### config.mk
export PLATFORM = sky130hd
export DESIGN_NAME = twr_distance_with_majority_vote
export DESIGN_NICKNAME = d
export VERILOG_FILES = /design/src/design/twrd_pkg.sv /design/src/design/twrd_ctrl.sv /design/src/design/twrd_dp.sv /design/src/design/twr_distance_with_majority_vote.sv
export SDC_FILE = /design/constraint.sdc
export NUM_CORES = 2
export LEC_CHECK = 0
export BUFFER_PORTS_ARGS = -buffer_cell sky130_fd_sc_hd__buf_2
export CAP_MARGIN = 20
export CORE_ASPECT_RATIO = 1.5
export CORE_MARGIN = 2
export CORE_UTILIZATION = 65
export CTS_BUF_LIST = sky130_fd_sc_hd__clkbuf_16
export DETAILED_ROUTE_END_ITERATION = 7
export GPL_TIMING_DRIVEN = 0
export PLACE_DENSITY = 0.83
export SYNTH_ARGS = -nofsm -noshare
export SYNTH_HDL_FRONTEND = slang
export SYNTH_SLANG_ARGS = --single-unit
### constraint.sdc
create_clock -name clk -period 11.5 [get_ports clk]
set_input_delay 1.725 -clock clk [delete_from_list [all_inputs] [get_ports clk]]
set_output_delay 1.725 -clock clk [all_outputs]
set_load 0.02 [all_outputs]
### src/design/twrd_pkg.sv
// Package for the two-way-ranging distance block: shared widths, constants,
// register indexes and the command/status bundles between controller and datapath.
// No dependencies.
`default_nettype none

package twrd_pkg;

	localparam int HISTORY_DEPTH_DEF = 10;

	localparam int TS_A_W  = 32;
	localparam int TS_B_W  = 40;
	localparam int WIDE_W  = 64;
	localparam int DIST_W  = 20;
	localparam int SCALE_W = 24;
	localparam int TOL_W   = 16;
	localparam int STEP_W  = 6;
	localparam int CFG_IDX_W = 2;

	localparam logic [DIST_W-1:0] DIST_MAX = 20'hFFFFF;

	localparam logic [CFG_IDX_W-1:0] REG_SCALE = 2'd0;
	localparam logic [CFG_IDX_W-1:0] REG_TOL   = 2'd1;

	localparam logic [SCALE_W-1:0] SCALE_RST = 24'd307387;
	localparam logic [TOL_W-1:0]   TOL_RST   = 16'd250;

	// last step of the shift-add multiplier and of the divider
	localparam logic [STEP_W-1:0] MUL_LAST_STEP = 6'd39;
	localparam logic [STEP_W-1:0] DIV_LAST_STEP = 6'd63;

	typedef struct packed {
		logic take;
		logic load_iv;
		logic mul_set1;
		logic mul_set2;
		logic mul_set3;
		logic mul_step;
		logic div_set;
		logic div_step;
		logic chk;
		logic fault_zero;
		logic scl_done;
		logic clr;
		logic store;
		logic v_init;
		logic rd_outer;
		logic rd_inner;
		logic rd_use;
		logic v_adv;
		logic v_cand;
		logic v_b;
		logic v_res;
		logic out_load;
	} cmd_t;

	typedef struct packed {
		logic kind;
		logic den_zero;
		logic mul_last;
		logic div_last;
		logic need_scale;
		logic a_zero;
		logic best_half;
		logic cnt_done;
		logic k_more;
	} sts_t;

endpackage

`default_nettype wire

### src/design/twrd_ctrl.sv
// Sequencer of the ranging block: walks one request through products, division,
// scaling, history store and vote. Uses twrd_pkg command and status types.
`default_nettype none

module twrd_ctrl (
	input  wire              clk,
	input  wire              arst_n,
	input  wire              in_valid,
	input  wire              out_free,
	input  twrd_pkg::sts_t   sts,
	output logic             in_stall,
	output twrd_pkg::cmd_t   cmd
);

	localparam logic [4:0] S_IDLE = 5'd0;
	localparam logic [4:0] S_LOAD = 5'd1;
	localparam logic [4:0] S_SET1 = 5'd2;
	localparam logic [4:0] S_MUL1 = 5'd3;
	localparam logic [4:0] S_SET2 = 5'd4;
	localparam logic [4:0] S_MUL2 = 5'd5;
	localparam logic [4:0] S_DIVS = 5'd6;
	localparam logic [4:0] S_DIV  = 5'd7;
	localparam logic [4:0] S_CHK  = 5'd8;
	localparam logic [4:0] S_MUL3 = 5'd9;
	localparam logic [4:0] S_SCL  = 5'd10;
	localparam logic [4:0] S_STOR = 5'd11;
	localparam logic [4:0] S_VINI = 5'd12;
	localparam logic [4:0] S_VOUT = 5'd13;
	localparam logic [4:0] S_VA   = 5'd14;
	localparam logic [4:0] S_VBRD = 5'd15;
	localparam logic [4:0] S_VB   = 5'd16;
	localparam logic [4:0] S_VFIN = 5'd17;
	localparam logic [4:0] S_VRES = 5'd18;
	localparam logic [4:0] S_DONE = 5'd19;

	logic [4:0] state_q;
	logic [4:0] state_n;

	// next state and commands
	always_comb begin
		cmd     = '0;
		state_n = state_q;
		case (state_q)
			S_IDLE: begin
				if (in_valid) begin
					cmd.take = 1'b1;
					state_n  = S_LOAD;
				end
			end
			S_LOAD: begin
				if (sts.kind) begin
					cmd.clr = 1'b1;
					state_n = S_VINI;
				end else begin
					cmd.load_iv = 1'b1;
					state_n     = S_SET1;
				end
			end
			S_SET1: begin
				cmd.mul_set1 = 1'b1;
				state_n      = S_MUL1;
			end
			S_MUL1: begin
				cmd.mul_step = 1'b1;
				if (sts.mul_last) state_n = S_SET2;
			end
			S_SET2: begin
				cmd.mul_set2 = 1'b1;
				state_n      = S_MUL2;
			end
			S_MUL2: begin
				cmd.mul_step = 1'b1;
				if (sts.mul_last) state_n = S_DIVS;
			end
			S_DIVS: begin
				if (sts.den_zero) begin
					cmd.fault_zero = 1'b1;
					state_n        = S_STOR;
				end else begin
					cmd.div_set = 1'b1;
					state_n     = S_DIV;
				end
			end
			S_DIV: begin
				cmd.div_step = 1'b1;
				if (sts.div_last) state_n = S_CHK;
			end
			S_CHK: begin
				cmd.chk = 1'b1;
				if (sts.need_scale) begin
					cmd.mul_set3 = 1'b1;
					state_n      = S_MUL3;
				end else begin
					state_n = S_STOR;
				end
			end
			S_MUL3: begin
				cmd.mul_step = 1'b1;
				if (sts.mul_last) state_n = S_SCL;
			end
			S_SCL: begin
				cmd.scl_done = 1'b1;
				state_n      = S_STOR;
			end
			S_STOR: begin
				cmd.store = 1'b1;
				state_n   = S_VINI;
			end
			S_VINI: begin
				cmd.v_init = 1'b1;
				state_n    = S_VOUT;
			end
			S_VOUT: begin
				if (sts.cnt_done) begin
					state_n = S_VFIN;
				end else begin
					cmd.rd_outer = 1'b1;
					state_n      = S_VA;
				end
			end
			S_VA: begin
				if (sts.a_zero) begin
					cmd.v_adv = 1'b1;
					state_n   = S_VOUT;
				end else if (sts.best_half) begin
					state_n = S_VFIN;
				end else begin
					cmd.v_cand = 1'b1;
					state_n    = S_VBRD;
				end
			end
			S_VBRD: begin
				if (sts.k_more) begin
					cmd.rd_inner = 1'b1;
					state_n      = S_VB;
				end else begin
					cmd.v_adv = 1'b1;
					state_n   = S_VOUT;
				end
			end
			S_VB: begin
				cmd.v_b = 1'b1;
				state_n = S_VBRD;
			end
			S_VFIN: begin
				cmd.rd_use = 1'b1;
				state_n    = S_VRES;
			end
			S_VRES: begin
				cmd.v_res = 1'b1;
				state_n   = S_DONE;
			end
			S_DONE: begin
				if (out_free) begin
					cmd.out_load = 1'b1;
					state_n      = S_IDLE;
				end
			end
			default: begin
				state_n = S_IDLE;
			end
		endcase
	end

	always_ff @(posedge clk or negedge arst_n) begin
		if (!arst_n) begin
			state_q <= S_IDLE;
		end else begin
			state_q <= state_n;
		end
	end

	assign in_stall = (state_q != S_IDLE);

endmodule

`default_nettype wire

### src/design/twrd_dp.sv
// Datapath of the ranging block: interval registers, shared shift-add multiplier,
// restoring divider, distance history memory and vote counters. Uses twrd_pkg.
`default_nettype none

module twrd_dp #(
	parameter int HISTORY_DEPTH = twrd_pkg::HISTORY_DEPTH_DEF
) (
	input  wire                                clk,
	input  wire                                arst_n,
	input  twrd_pkg::cmd_t                     cmd,
	input  wire                                kind,
	input  wire  [twrd_pkg::TS_A_W-1:0]        poll_tx_time,
	input  wire  [twrd_pkg::TS_A_W-1:0]        reply_rx_time,
	input  wire  [twrd_pkg::TS_A_W-1:0]        final_tx_time,
	input  wire  [twrd_pkg::TS_B_W-1:0]        poll_rx_time,
	input  wire  [twrd_pkg::TS_B_W-1:0]        reply_tx_time,
	input  wire  [twrd_pkg::TS_B_W-1:0]        final_rx_time,
	input  wire  [twrd_pkg::SCALE_W-1:0]       scale,
	input  wire  [twrd_pkg::TOL_W-1:0]         tol,
	output twrd_pkg::sts_t                     sts,
	output logic [twrd_pkg::DIST_W-1:0]        new_dist,
	output logic [twrd_pkg::DIST_W-1:0]        voted,
	output logic                               fault
);

	localparam int SW = $clog2(HISTORY_DEPTH);
	localparam int CW = $clog2(HISTORY_DEPTH + 1);
	localparam int AW = twrd_pkg::TS_A_W;
	localparam int BW = twrd_pkg::TS_B_W;
	localparam int WW = twrd_pkg::WIDE_W;
	localparam int DW = twrd_pkg::DIST_W;
	localparam logic [SW-1:0] SLOT_LAST = SW'(HISTORY_DEPTH - 1);

	// captured request
	logic          kind_q;
	logic [AW-1:0] ptx_q, rrx_q, ftx_q;
	logic [BW-1:0] prx_q, rtx_q, frx_q;

	// intervals and arithmetic
	logic [AW-1:0] ra_q, da_q;
	logic [BW-1:0] rb_q, db_q;
	logic [WW-1:0] den_q, acc_q, mcand_q, rem_q, quo_q;
	logic [BW-1:0] mplier_q;
	logic [twrd_pkg::STEP_W-1:0] step_q;
	logic nneg_q, dneg_q;
	logic [DW-1:0] dist_q, voted_q;
	logic fault_q;

	// history and vote
	logic [DW-1:0] mem [HISTORY_DEPTH];
	logic [HISTORY_DEPTH-1:0] vld_q;
	logic [DW-1:0] rd_q;
	logic          rdv_q;
	logic [SW-1:0] newest_q, outer_q, inner_q, use_q;
	logic [CW-1:0] cnt_q, k_q, best_q, agree_q;
	logic [DW-1:0] a_q;

	logic [WW-1:0] ra_x, da_x, rb_x, db_x;
	logic [WW-1:0] addend, rem_sh;
	logic          rem_ge;
	logic [SW-1:0] wslot, raddr, outer_nx, inner_nx;
	logic [DW-1:0] rdata, diff;
	logic          hit;
	logic [CW-1:0] agree_n;
	logic          q_bad, q_big;

	assign ra_x = {{(WW-AW){ra_q[AW-1]}}, ra_q};
	assign da_x = {{(WW-AW){da_q[AW-1]}}, da_q};
	assign rb_x = {{(WW-BW){rb_q[BW-1]}}, rb_q};
	assign db_x = {{(WW-BW){db_q[BW-1]}}, db_q};

	// multiplier bit 39 carries negative weight
	always_comb begin
		if (!mplier_q[0]) begin
			addend = '0;
		end else if (step_q == twrd_pkg::MUL_LAST_STEP) begin
			addend = -mcand_q;
		end else begin
			addend = mcand_q;
		end
	end

	assign rem_sh = {rem_q[WW-2:0], quo_q[WW-1]};
	assign rem_ge = (rem_sh >= den_q);

	assign q_bad = (quo_q == '0) || (nneg_q != dneg_q) || quo_q[WW-1] || (scale == '0);
	assign q_big = (quo_q[WW-1:BW] != '0);

	// capture, intervals, multiply, divide, scale
	always_ff @(posedge clk) begin
		if (cmd.take) begin
			kind_q <= kind;
			ptx_q  <= poll_tx_time;
			rrx_q  <= reply_rx_time;
			ftx_q  <= final_tx_time;
			prx_q  <= poll_rx_time;
			rtx_q  <= reply_tx_time;
			frx_q  <= final_rx_time;
		end
		if (cmd.load_iv) begin
			ra_q <= rrx_q - ptx_q;
			da_q <= ftx_q - rrx_q;
			rb_q <= frx_q - rtx_q;
			db_q <= rtx_q - prx_q;
		end
		if (cmd.mul_set1) begin
			den_q    <= ra_x + rb_x + da_x + db_x;
			acc_q    <= '0;
			mcand_q  <= ra_x;
			mplier_q <= rb_q;
			step_q   <= '0;
		end else if (cmd.mul_set2) begin
			mcand_q  <= -da_x;
			mplier_q <= db_q;
			step_q   <= '0;
		end else if (cmd.mul_set3) begin
			acc_q    <= '0;
			mcand_q  <= {{(WW-BW){1'b0}}, quo_q[BW-1:0]};
			mplier_q <= {{(BW-twrd_pkg::SCALE_W){1'b0}}, scale};
			step_q   <= '0;
		end else if (cmd.mul_step) begin
			acc_q    <= acc_q + addend;
			mcand_q  <= {mcand_q[WW-2:0], 1'b0};
			mplier_q <= {1'b0, mplier_q[BW-1:1]};
			step_q   <= step_q + 1'b1;
		end else if (cmd.div_set) begin
			nneg_q <= acc_q[WW-1];
			dneg_q <= den_q[WW-1];
			quo_q  <= acc_q[WW-1] ? -acc_q : acc_q;
			den_q  <= den_q[WW-1] ? -den_q : den_q;
			rem_q  <= '0;
			step_q <= '0;
		end else if (cmd.div_step) begin
			rem_q  <= rem_ge ? rem_sh - den_q : rem_sh;
			quo_q  <= {quo_q[WW-2:0], rem_ge};
			step_q <= step_q + 1'b1;
		end
		if (cmd.load_iv || cmd.clr) begin
			dist_q  <= '0;
			fault_q <= 1'b0;
		end else if (cmd.fault_zero) begin
			dist_q  <= '0;
			fault_q <= 1'b1;
		end else if (cmd.chk) begin
			dist_q <= q_bad ? '0 : twrd_pkg::DIST_MAX;
		end else if (cmd.scl_done) begin
			dist_q <= (acc_q[WW-1:16] > {{(WW-16-DW){1'b0}}, twrd_pkg::DIST_MAX})
			          ? twrd_pkg::DIST_MAX : acc_q[16+DW-1:16];
		end
		if (cmd.v_res) voted_q <= rdata;
	end

	assign wslot    = (newest_q == SLOT_LAST) ? '0 : newest_q + 1'b1;
	assign outer_nx = (outer_q == SLOT_LAST) ? '0 : outer_q + 1'b1;
	assign inner_nx = (inner_q == SLOT_LAST) ? '0 : inner_q + 1'b1;

	always_comb begin
		if (cmd.rd_inner) begin
			raddr = inner_q;
		end else if (cmd.rd_use) begin
			raddr = use_q;
		end else begin
			raddr = outer_q;
		end
	end

	// history memory, registered read
	always_ff @(posedge clk) begin
		if (cmd.store) mem[wslot] <= dist_q;
		rd_q  <= mem[raddr];
		rdv_q <= vld_q[raddr];
	end

	assign rdata   = rdv_q ? rd_q : '0;
	assign diff    = (a_q > rdata) ? a_q - rdata : rdata - a_q;
	assign hit     = (diff <= {{(DW-twrd_pkg::TOL_W){1'b0}}, tol});
	assign agree_n = agree_q + 1'b1;

	// ring pointer, valid bits and vote counters
	always_ff @(posedge clk or negedge arst_n) begin
		if (!arst_n) begin
			vld_q    <= '0;
			newest_q <= '0;
			outer_q  <= '0;
			inner_q  <= '0;
			use_q    <= '0;
			cnt_q    <= '0;
			k_q      <= '0;
			best_q   <= '0;
			agree_q  <= '0;
			a_q      <= '0;
		end else begin
			if (cmd.clr) begin
				vld_q    <= '0;
				newest_q <= '0;
			end else if (cmd.store) begin
				vld_q[wslot] <= 1'b1;
				newest_q     <= wslot;
			end
			if (cmd.v_init) begin
				outer_q <= newest_q;
				use_q   <= newest_q;
				best_q  <= '0;
				cnt_q   <= '0;
			end
			if (cmd.v_adv) begin
				outer_q <= outer_nx;
				cnt_q   <= cnt_q + 1'b1;
			end
			if (cmd.v_cand) begin
				a_q     <= rdata;
				inner_q <= outer_nx;
				k_q     <= cnt_q;
				agree_q <= '0;
			end
			if (cmd.v_b) begin
				inner_q <= inner_nx;
				k_q     <= k_q + 1'b1;
				if (hit) begin
					agree_q <= agree_n;
					if (agree_n > best_q) begin
						best_q <= agree_n;
						use_q  <= outer_q;
					end
				end
			end
		end
	end

	always_comb begin
		sts            = '0;
		sts.kind       = kind_q;
		sts.den_zero   = (den_q == '0);
		sts.mul_last   = (step_q == twrd_pkg::MUL_LAST_STEP);
		sts.div_last   = (step_q == twrd_pkg::DIV_LAST_STEP);
		sts.need_scale = !q_bad && !q_big;
		sts.a_zero     = (rdata == '0);
		sts.best_half  = (best_q >= CW'(HISTORY_DEPTH / 2));
		sts.cnt_done   = (cnt_q == CW'(HISTORY_DEPTH));
		sts.k_more     = (k_q < CW'(HISTORY_DEPTH - 1));
	end

	assign new_dist = dist_q;
	assign voted    = voted_q;
	assign fault    = fault_q;

	a_newest_range: assert property (@(posedge clk) disable iff (!arst_n)
		newest_q <= SLOT_LAST)
		else $error("newest slot out of ring");

	a_store_valid: assert property (@(posedge clk) disable iff (!arst_n)
		cmd.store |=> vld_q[newest_q])
		else $error("stored slot not marked valid");

	a_compare_bound: assert property (@(posedge clk) disable iff (!arst_n)
		cmd.v_b |-> (k_q < CW'(HISTORY_DEPTH - 1)))
		else $error("vote compare beyond ring");

	a_best_bound: assert property (@(posedge clk) disable iff (!arst_n)
		best_q < CW'(HISTORY_DEPTH))
		else $error("agreement count too large");

endmodule

`default_nettype wire

### src/design/twr_distance_with_majority_vote.sv
// Double-sided two-way-ranging distance with a majority-voted history.
// Input channel (in_valid/in_stall): one request is a clear (kind=1) or one
// exchange of six timestamps (kind=0). Output channel (out_valid/out_stall):
// one result per request: new_distance_mm, voted_distance_mm, divide_fault.
// Config channel (cfg_valid/cfg_ready, always ready): index 0 mm_per_tick_q16,
// index 1 tolerance_mm; write only while no request is in flight.
// An exchange runs two 40-step shift-add products, a 64-step restoring divide
// and, when the quotient is valid and fits 40 bits, a 40-step scaling product,
// each after a setup state; a zero divisor skips the divide and the scaling, a
// clear goes straight to the vote. The vote reads the single history port.
// One request is in flight at a time.
// The finished result sits in an output register; a new request is accepted
// while it waits, and a second result waits in the sequencer until the first
// is taken.
// Reset: history empty (reads as zero), ring pointer zero, registers at their
// reset values, no result pending.
// Depends on twrd_pkg, twrd_ctrl, twrd_dp.
`default_nettype none

module twr_distance_with_majority_vote #(
	parameter int HISTORY_DEPTH = twrd_pkg::HISTORY_DEPTH_DEF
) (
	input  wire                                 clk,
	input  wire                                 arst_n,
	input  wire                                 in_valid,
	output logic                                in_stall,
	input  wire                                 kind,
	input  wire  [twrd_pkg::TS_A_W-1:0]         poll_tx_time,
	input  wire  [twrd_pkg::TS_A_W-1:0]         reply_rx_time,
	input  wire  [twrd_pkg::TS_A_W-1:0]         final_tx_time,
	input  wire  [twrd_pkg::TS_B_W-1:0]         poll_rx_time,
	input  wire  [twrd_pkg::TS_B_W-1:0]         reply_tx_time,
	input  wire  [twrd_pkg::TS_B_W-1:0]         final_rx_time,
	output logic                                out_valid,
	input  wire                                 out_stall,
	output logic [twrd_pkg::DIST_W-1:0]         new_distance_mm,
	output logic [twrd_pkg::DIST_W-1:0]         voted_distance_mm,
	output logic                                divide_fault,
	input  wire                                 cfg_valid,
	output logic                                cfg_ready,
	input  wire  [twrd_pkg::CFG_IDX_W-1:0]      cfg_index,
	input  wire  [twrd_pkg::SCALE_W-1:0]        cfg_data
);

	twrd_pkg::cmd_t cmd;
	twrd_pkg::sts_t sts;

	logic [twrd_pkg::SCALE_W-1:0] scale_q;
	logic [twrd_pkg::TOL_W-1:0]   tol_q;
	logic [twrd_pkg::DIST_W-1:0]  new_dist, voted;
	logic                         fault;
	logic                         out_valid_q;
	logic                         out_free;

	assign cfg_ready = 1'b1;
	assign out_free  = !out_valid_q || !out_stall;

	// configuration registers
	always_ff @(posedge clk or negedge arst_n) begin
		if (!arst_n) begin
			scale_q <= twrd_pkg::SCALE_RST;
			tol_q   <= twrd_pkg::TOL_RST;
		end else if (cfg_valid && cfg_ready) begin
			case (cfg_index)
				twrd_pkg::REG_SCALE: scale_q <= cfg_data;
				twrd_pkg::REG_TOL:   tol_q   <= cfg_data[twrd_pkg::TOL_W-1:0];
				default: begin
				end
			endcase
		end
	end

	twrd_ctrl u_ctrl (
		.clk      (clk),
		.arst_n   (arst_n),
		.in_valid (in_valid),
		.out_free (out_free),
		.sts      (sts),
		.in_stall (in_stall),
		.cmd      (cmd)
	);

	twrd_dp #(
		.HISTORY_DEPTH (HISTORY_DEPTH)
	) u_dp (
		.clk           (clk),
		.arst_n        (arst_n),
		.cmd           (cmd),
		.kind          (kind),
		.poll_tx_time  (poll_tx_time),
		.reply_rx_time (reply_rx_time),
		.final_tx_time (final_tx_time),
		.poll_rx_time  (poll_rx_time),
		.reply_tx_time (reply_tx_time),
		.final_rx_time (final_rx_time),
		.scale         (scale_q),
		.tol           (tol_q),
		.sts           (sts),
		.new_dist      (new_dist),
		.voted         (voted),
		.fault         (fault)
	);

	// output register: load on finish, drop when taken
	always_ff @(posedge clk or negedge arst_n) begin
		if (!arst_n) begin
			out_valid_q <= 1'b0;
		end else if (cmd.out_load) begin
			out_valid_q <= 1'b1;
		end else if (!out_stall) begin
			out_valid_q <= 1'b0;
		end
	end

	always_ff @(posedge clk) begin
		if (cmd.out_load) begin
			new_distance_mm   <= new_dist;
			voted_distance_mm <= voted;
			divide_fault      <= fault;
		end
	end

	assign out_valid = out_valid_q;

endmodule

`default_nettype wire

==> summary.md <==
| Metric | Value |
|---|---|
| Share of cells above drive strength 1 | 8.88% |
| Area grow syn2layout | 10.8% |
| Count of flip-flops with a built-in enable after synthesis | 919 |
| Final hold violation count | 0 |
| Worst-Margin Slew | 1230 ps |
| Area of the die | 109,000 um^2 |
| Post-synthesis sequential area ratio | 47.1% |
| Hold Startpoint | u_dp.voted[3]$_DFFE_PP_ |
| Post-Syn Instances | 6,833 |
| Worst-path fanout max | 10 |
| Vias per inst | 6.39 |
| CTS tree | yes |
| Routed wire length | 214,000 um |
| Final worst slack | 3240 ps |
| Drt first pass iters | 8 |
| Setup bufs post-CTS | 0 |
| Avg Cell Area, Syn | 10.1 um^2 |
| Total GRT Usage | 38.4% |
| Syn Nets | 7,550 |
| Clk buf depth | 3 |
| Routed length per instance | 24.4 um |
| Met3 Use GR | 5.01% |
| Clk root buf | clkbuf_16 |
| Leakage | 0.0313 uW |
| Hold path cells | 0 |
| P per Cell Area | 280 nW/um^2 |
| Util after Layout | 72.6% |
| Layout Cell Area excl Fill | 76,600 um^2 |
| Hold Path Class | reg -> reg |
| Clk_skew | 38.1 ps |
| Finish-stage setup viols | 0 |
| WHS Endpoint | voted_distance_mm[3]$_DFFE_PP_ |
| CP Data Required Time | 12,130 ps |
| Iter 0 DRT Violations | 5,220 |
| Grt met1 use | 39.5% |
| Largest net degree at the start of global routing | 93 |
| Global route total overflow | 0 |
| Routability cong. | 1.04 |
| Placed Instance Area | 73,000 um^2 |
| Cts hold-fix bufs | 0 |
| Reg-to-reg setup timing slack | 3240 ps |
| CTS sink cnt | 1,139 |
| RSZ-0062 raised after global routing | no |
| Starting Density | 65.5% |
| Cell area after synthesis | 69,200 um^2 |
| Fmax | 0.121 GHz |
| Element type at the critical path end | flip-flop |
| Post-route ant nets | 0 |
| Yosys cell types | 85 |
| Skew-Pair Late Insertion Delay | 740 ps |
| Cts repair resizes | 0 |
| Worst-path clk slew | 70 ps |
| DR DRC count | 0 |
| Post-place setup slack | 3270 ps |
| WHS | 420 ps |
| Main synth FF type | edfxtp_1 |
| # H-tree levels | 3 |
| Worst Path Arrival | 8880 ps |
| Syn. warnings | 0 |
| Global-route wire length before repair | 318,000 um |
| Vias in the first global route | 56,093 |
| Buffers on Ports | 290 |
| TritonCTS buffer count | 105 |
| Final HPWL DP | 165,000 um |
| FF+latch count, synth | 1,139 |
| Nets | 7,979 |
| Final TNS setup | 0 ps |
| Max VDD drop | 197 uV |
| Slew Viols, Final | 0 |
| Top Usage Layer GRT | met2 |
| Initial antenna violation count | 15 |
| Fin crit share | 71.8% |
| Slew headroom | 17.8% |
| R2R cell count | 26 |
| Die Y | 404 um |
| Post-synth ARST share | 9.48% |
| RR Startpoint | u_dp.rdv_q$_DFF_P_ |
| Worst setup SP type | flip-flop |
| WS Path Type | reg -> reg |
| Die Span X | 270 um |
| Reg2reg end | u_dp.use_q[2]$_DFF_PN0_ |
| Status | completed |
| Via count | 56,060 |
| Core area | 106,000 um^2 |
| Max-cap viol count | 0 |
| M2 GR Usage | 67.5% |
| Minimum clock period | 8260 ps |
| FP Rows | 146 |
| I/O pin cnt | 292 |
synthesized netlist by cell type, types with 22 or more instances:
cell,number,area share (%)
edfxtp_1,919,40
nand2_1,677,3.7
inv_1,555,3.0
a21oi_1,522,3.8
o21ai_0,441,3.2
nor2_1,420,2.3
ha_1,418,7.6
xnor2_1,331,4.2
clkbuf_1,241,1.3
xor2_1,208,2.6
a21o_1,207,2.2
nand3_1,132,0.95
nor3_1,113,0.82
dfxtp_1,112,3.2
dfrtp_1,92,3.3
nand4_1,92,0.83
a211oi_1,85,0.92
mux2i_1,79,1.1
and2_1,77,0.70
nor2b_1,75,0.68
a31oi_1,71,0.64
o21a_1,68,0.74
nor4_1,65,0.59
o21bai_1,59,0.64
nand2b_1,56,0.51
fa_1,51,1.5
or3_1,50,0.45
mux2_2,49,0.80
o22ai_1,49,0.44
and3_1,46,0.42
o31ai_1,44,0.48
mux4_2,42,1.4
o211ai_1,36,0.39
a221o_1,33,0.48
or4_1,23,0.25
o41ai_1,22,0.28
per-stage QoR:
step	total power (uW)	cells
after floorplan	14300	6833
after global placement	17300	8529
after detailed placement	17500	8561
after CTS	21200	8756
after global routing	22600	8768
final	21500	8770
placed cells by master (no fill, tap or decap), types with 59 or more instances in the layout:
| cell | n |
|---|---|
| a211oi_1 | 84 |
| inv_1 | 566 |
| nor3_1 | 107 |
| clkbuf_1 | 241 |
| dfxtp_1 | 112 |
| xnor2_1 | 331 |
| nor2b_1 | 75 |
| edfxtp_1 | 919 |
| o21bai_1 | 59 |
| xor2_1 | 208 |
| and2_1 | 77 |
| nand2_1 | 675 |
| o21a_1 | 68 |
| buf_2 | 289 |
| o21ai_0 | 441 |
| nor2_1 | 415 |
| ha_1 | 418 |
| mux2i_1 | 79 |
| a21oi_1 | 521 |
| a21o_1 | 207 |
| dfrtp_1 | 92 |
| nand3_1 | 132 |
| nand4_1 | 92 |
| nor4_1 | 64 |
| clkbuf_16 | 110 |
| a31oi_1 | 71 |
worst max-delay path by stage:
| stage | slack [ps] | endpoint | from | depth (start not counted) |
|---|---|---|---|---|
| 2_1_floorplan | 3760 | u_dp.da_q[0]$_DFFE_PP_ | u_ctrl.state_q[1]$_DFFE_PN0P_ | 4 |
| 5_1_grt | 2810 | u_dp.use_q[2]$_DFF_PN0_ | u_dp.rdv_q$_DFF_P_ | 28 |
| 6_report | 3240 | u_dp.use_q[2]$_DFF_PN0_ | u_dp.rdv_q$_DFF_P_ | 26 |
| 4_1_cts | 3170 | u_dp.use_q[2]$_DFF_PN0_ | u_dp.rdv_q$_DFF_P_ | 25 |
| 3_3_place_gp | 1140 | u_dp.quo_q[9]$_DFFE_PP_ | u_dp.den_q[1]$_DFFE_PP_ | 12 |
| 3_5_place_dp | 3270 | u_dp.use_q[0]$_DFF_PN0_ | u_dp.rdv_q$_DFF_P_ | 26 |
metal layers:
metal / routed length [um] / vias up
met5: 13 / -
met4: 23300 / 2
met3: 13200 / 849
met2: 106000 / 2724
met1: 71600 / 26751
li1: - / 25734
power breakdown:
part	leakage, uW	switching (uW)	internal, uW
clock	0.00177	1670	1990
combinational	0.0189	6910	4160
sequential	0.0107	915	5820
total	0.0313	9490	12000
kinds of logic after synthesis:
family                     count (synthesis)  share of synthesized area [%]
and+or+nand+nor                         1882                           12.8
muxes                                    170                           3.31
buffers and inverters                    817                           4.44
xor gates and xnor gates                 539                           6.82
adders and majority gates                469                           9.04
AOI/OAI and AO/OA                       1816                           16.5
other                                      1                        0.00542
DFF                                     1139                           47.1
flip-flops by register name, summed over array words and instances, names as in the netlist, 40 cells and up:
name and flops:
u_dp.frx_q 40, u_dp.den_q 64, u_dp.acc_q 64, u_dp.mplier_q 40, u_dp.rem_q 63, u_dp.rtx_q 40
u_dp.rb_q 40, u_dp.quo_q 64, u_dp.prx_q 40, u_dp.mem 200, u_dp.db_q 40, u_dp.mcand_q 64
worst max-delay path, cell delays in order (launching register included):
cell and delay (ps):
dfxtp_1 330, clkbuf_1 320, nand2_1 190, inv_1 160, ha_1 220, inv_1 70, fa_1 380, a21o_1 200
a21oi_1 310, nor2_1 70, o21a_1 210, o41ai_1 630, o211ai_1 190, nand2_1 320, buf_1 620, a211oi_1 110
a21oi_1 220, xnor2_1 240, ha_1 340, and4_1 190, and4_1 210, o31ai_1 640, nor2_1 100, nor4b_1 170
a32oi_1 840, nor2_1 470, mux2_2 390
layout make-up:
| class | instances | area, um^2 |
|---|---|---|
| Multi-Input combinational cell | 4877 | 33700 |
| Sequential cell | 1139 | 32600 |
| Fill cell | 7684 | 29000 |
| Clock buffer | 110 | 2750 |
| Inverter | 555 | 2080 |
| Timing Repair Buffer | 322 | 1980 |
| Tap cell | 1406 | 1760 |
| Buffer | 262 | 987 |
| Clock inverter | 85 | 805 |
| Antenna cell | 14 | 35.0 |
Power figures use the tool's default switching activity.
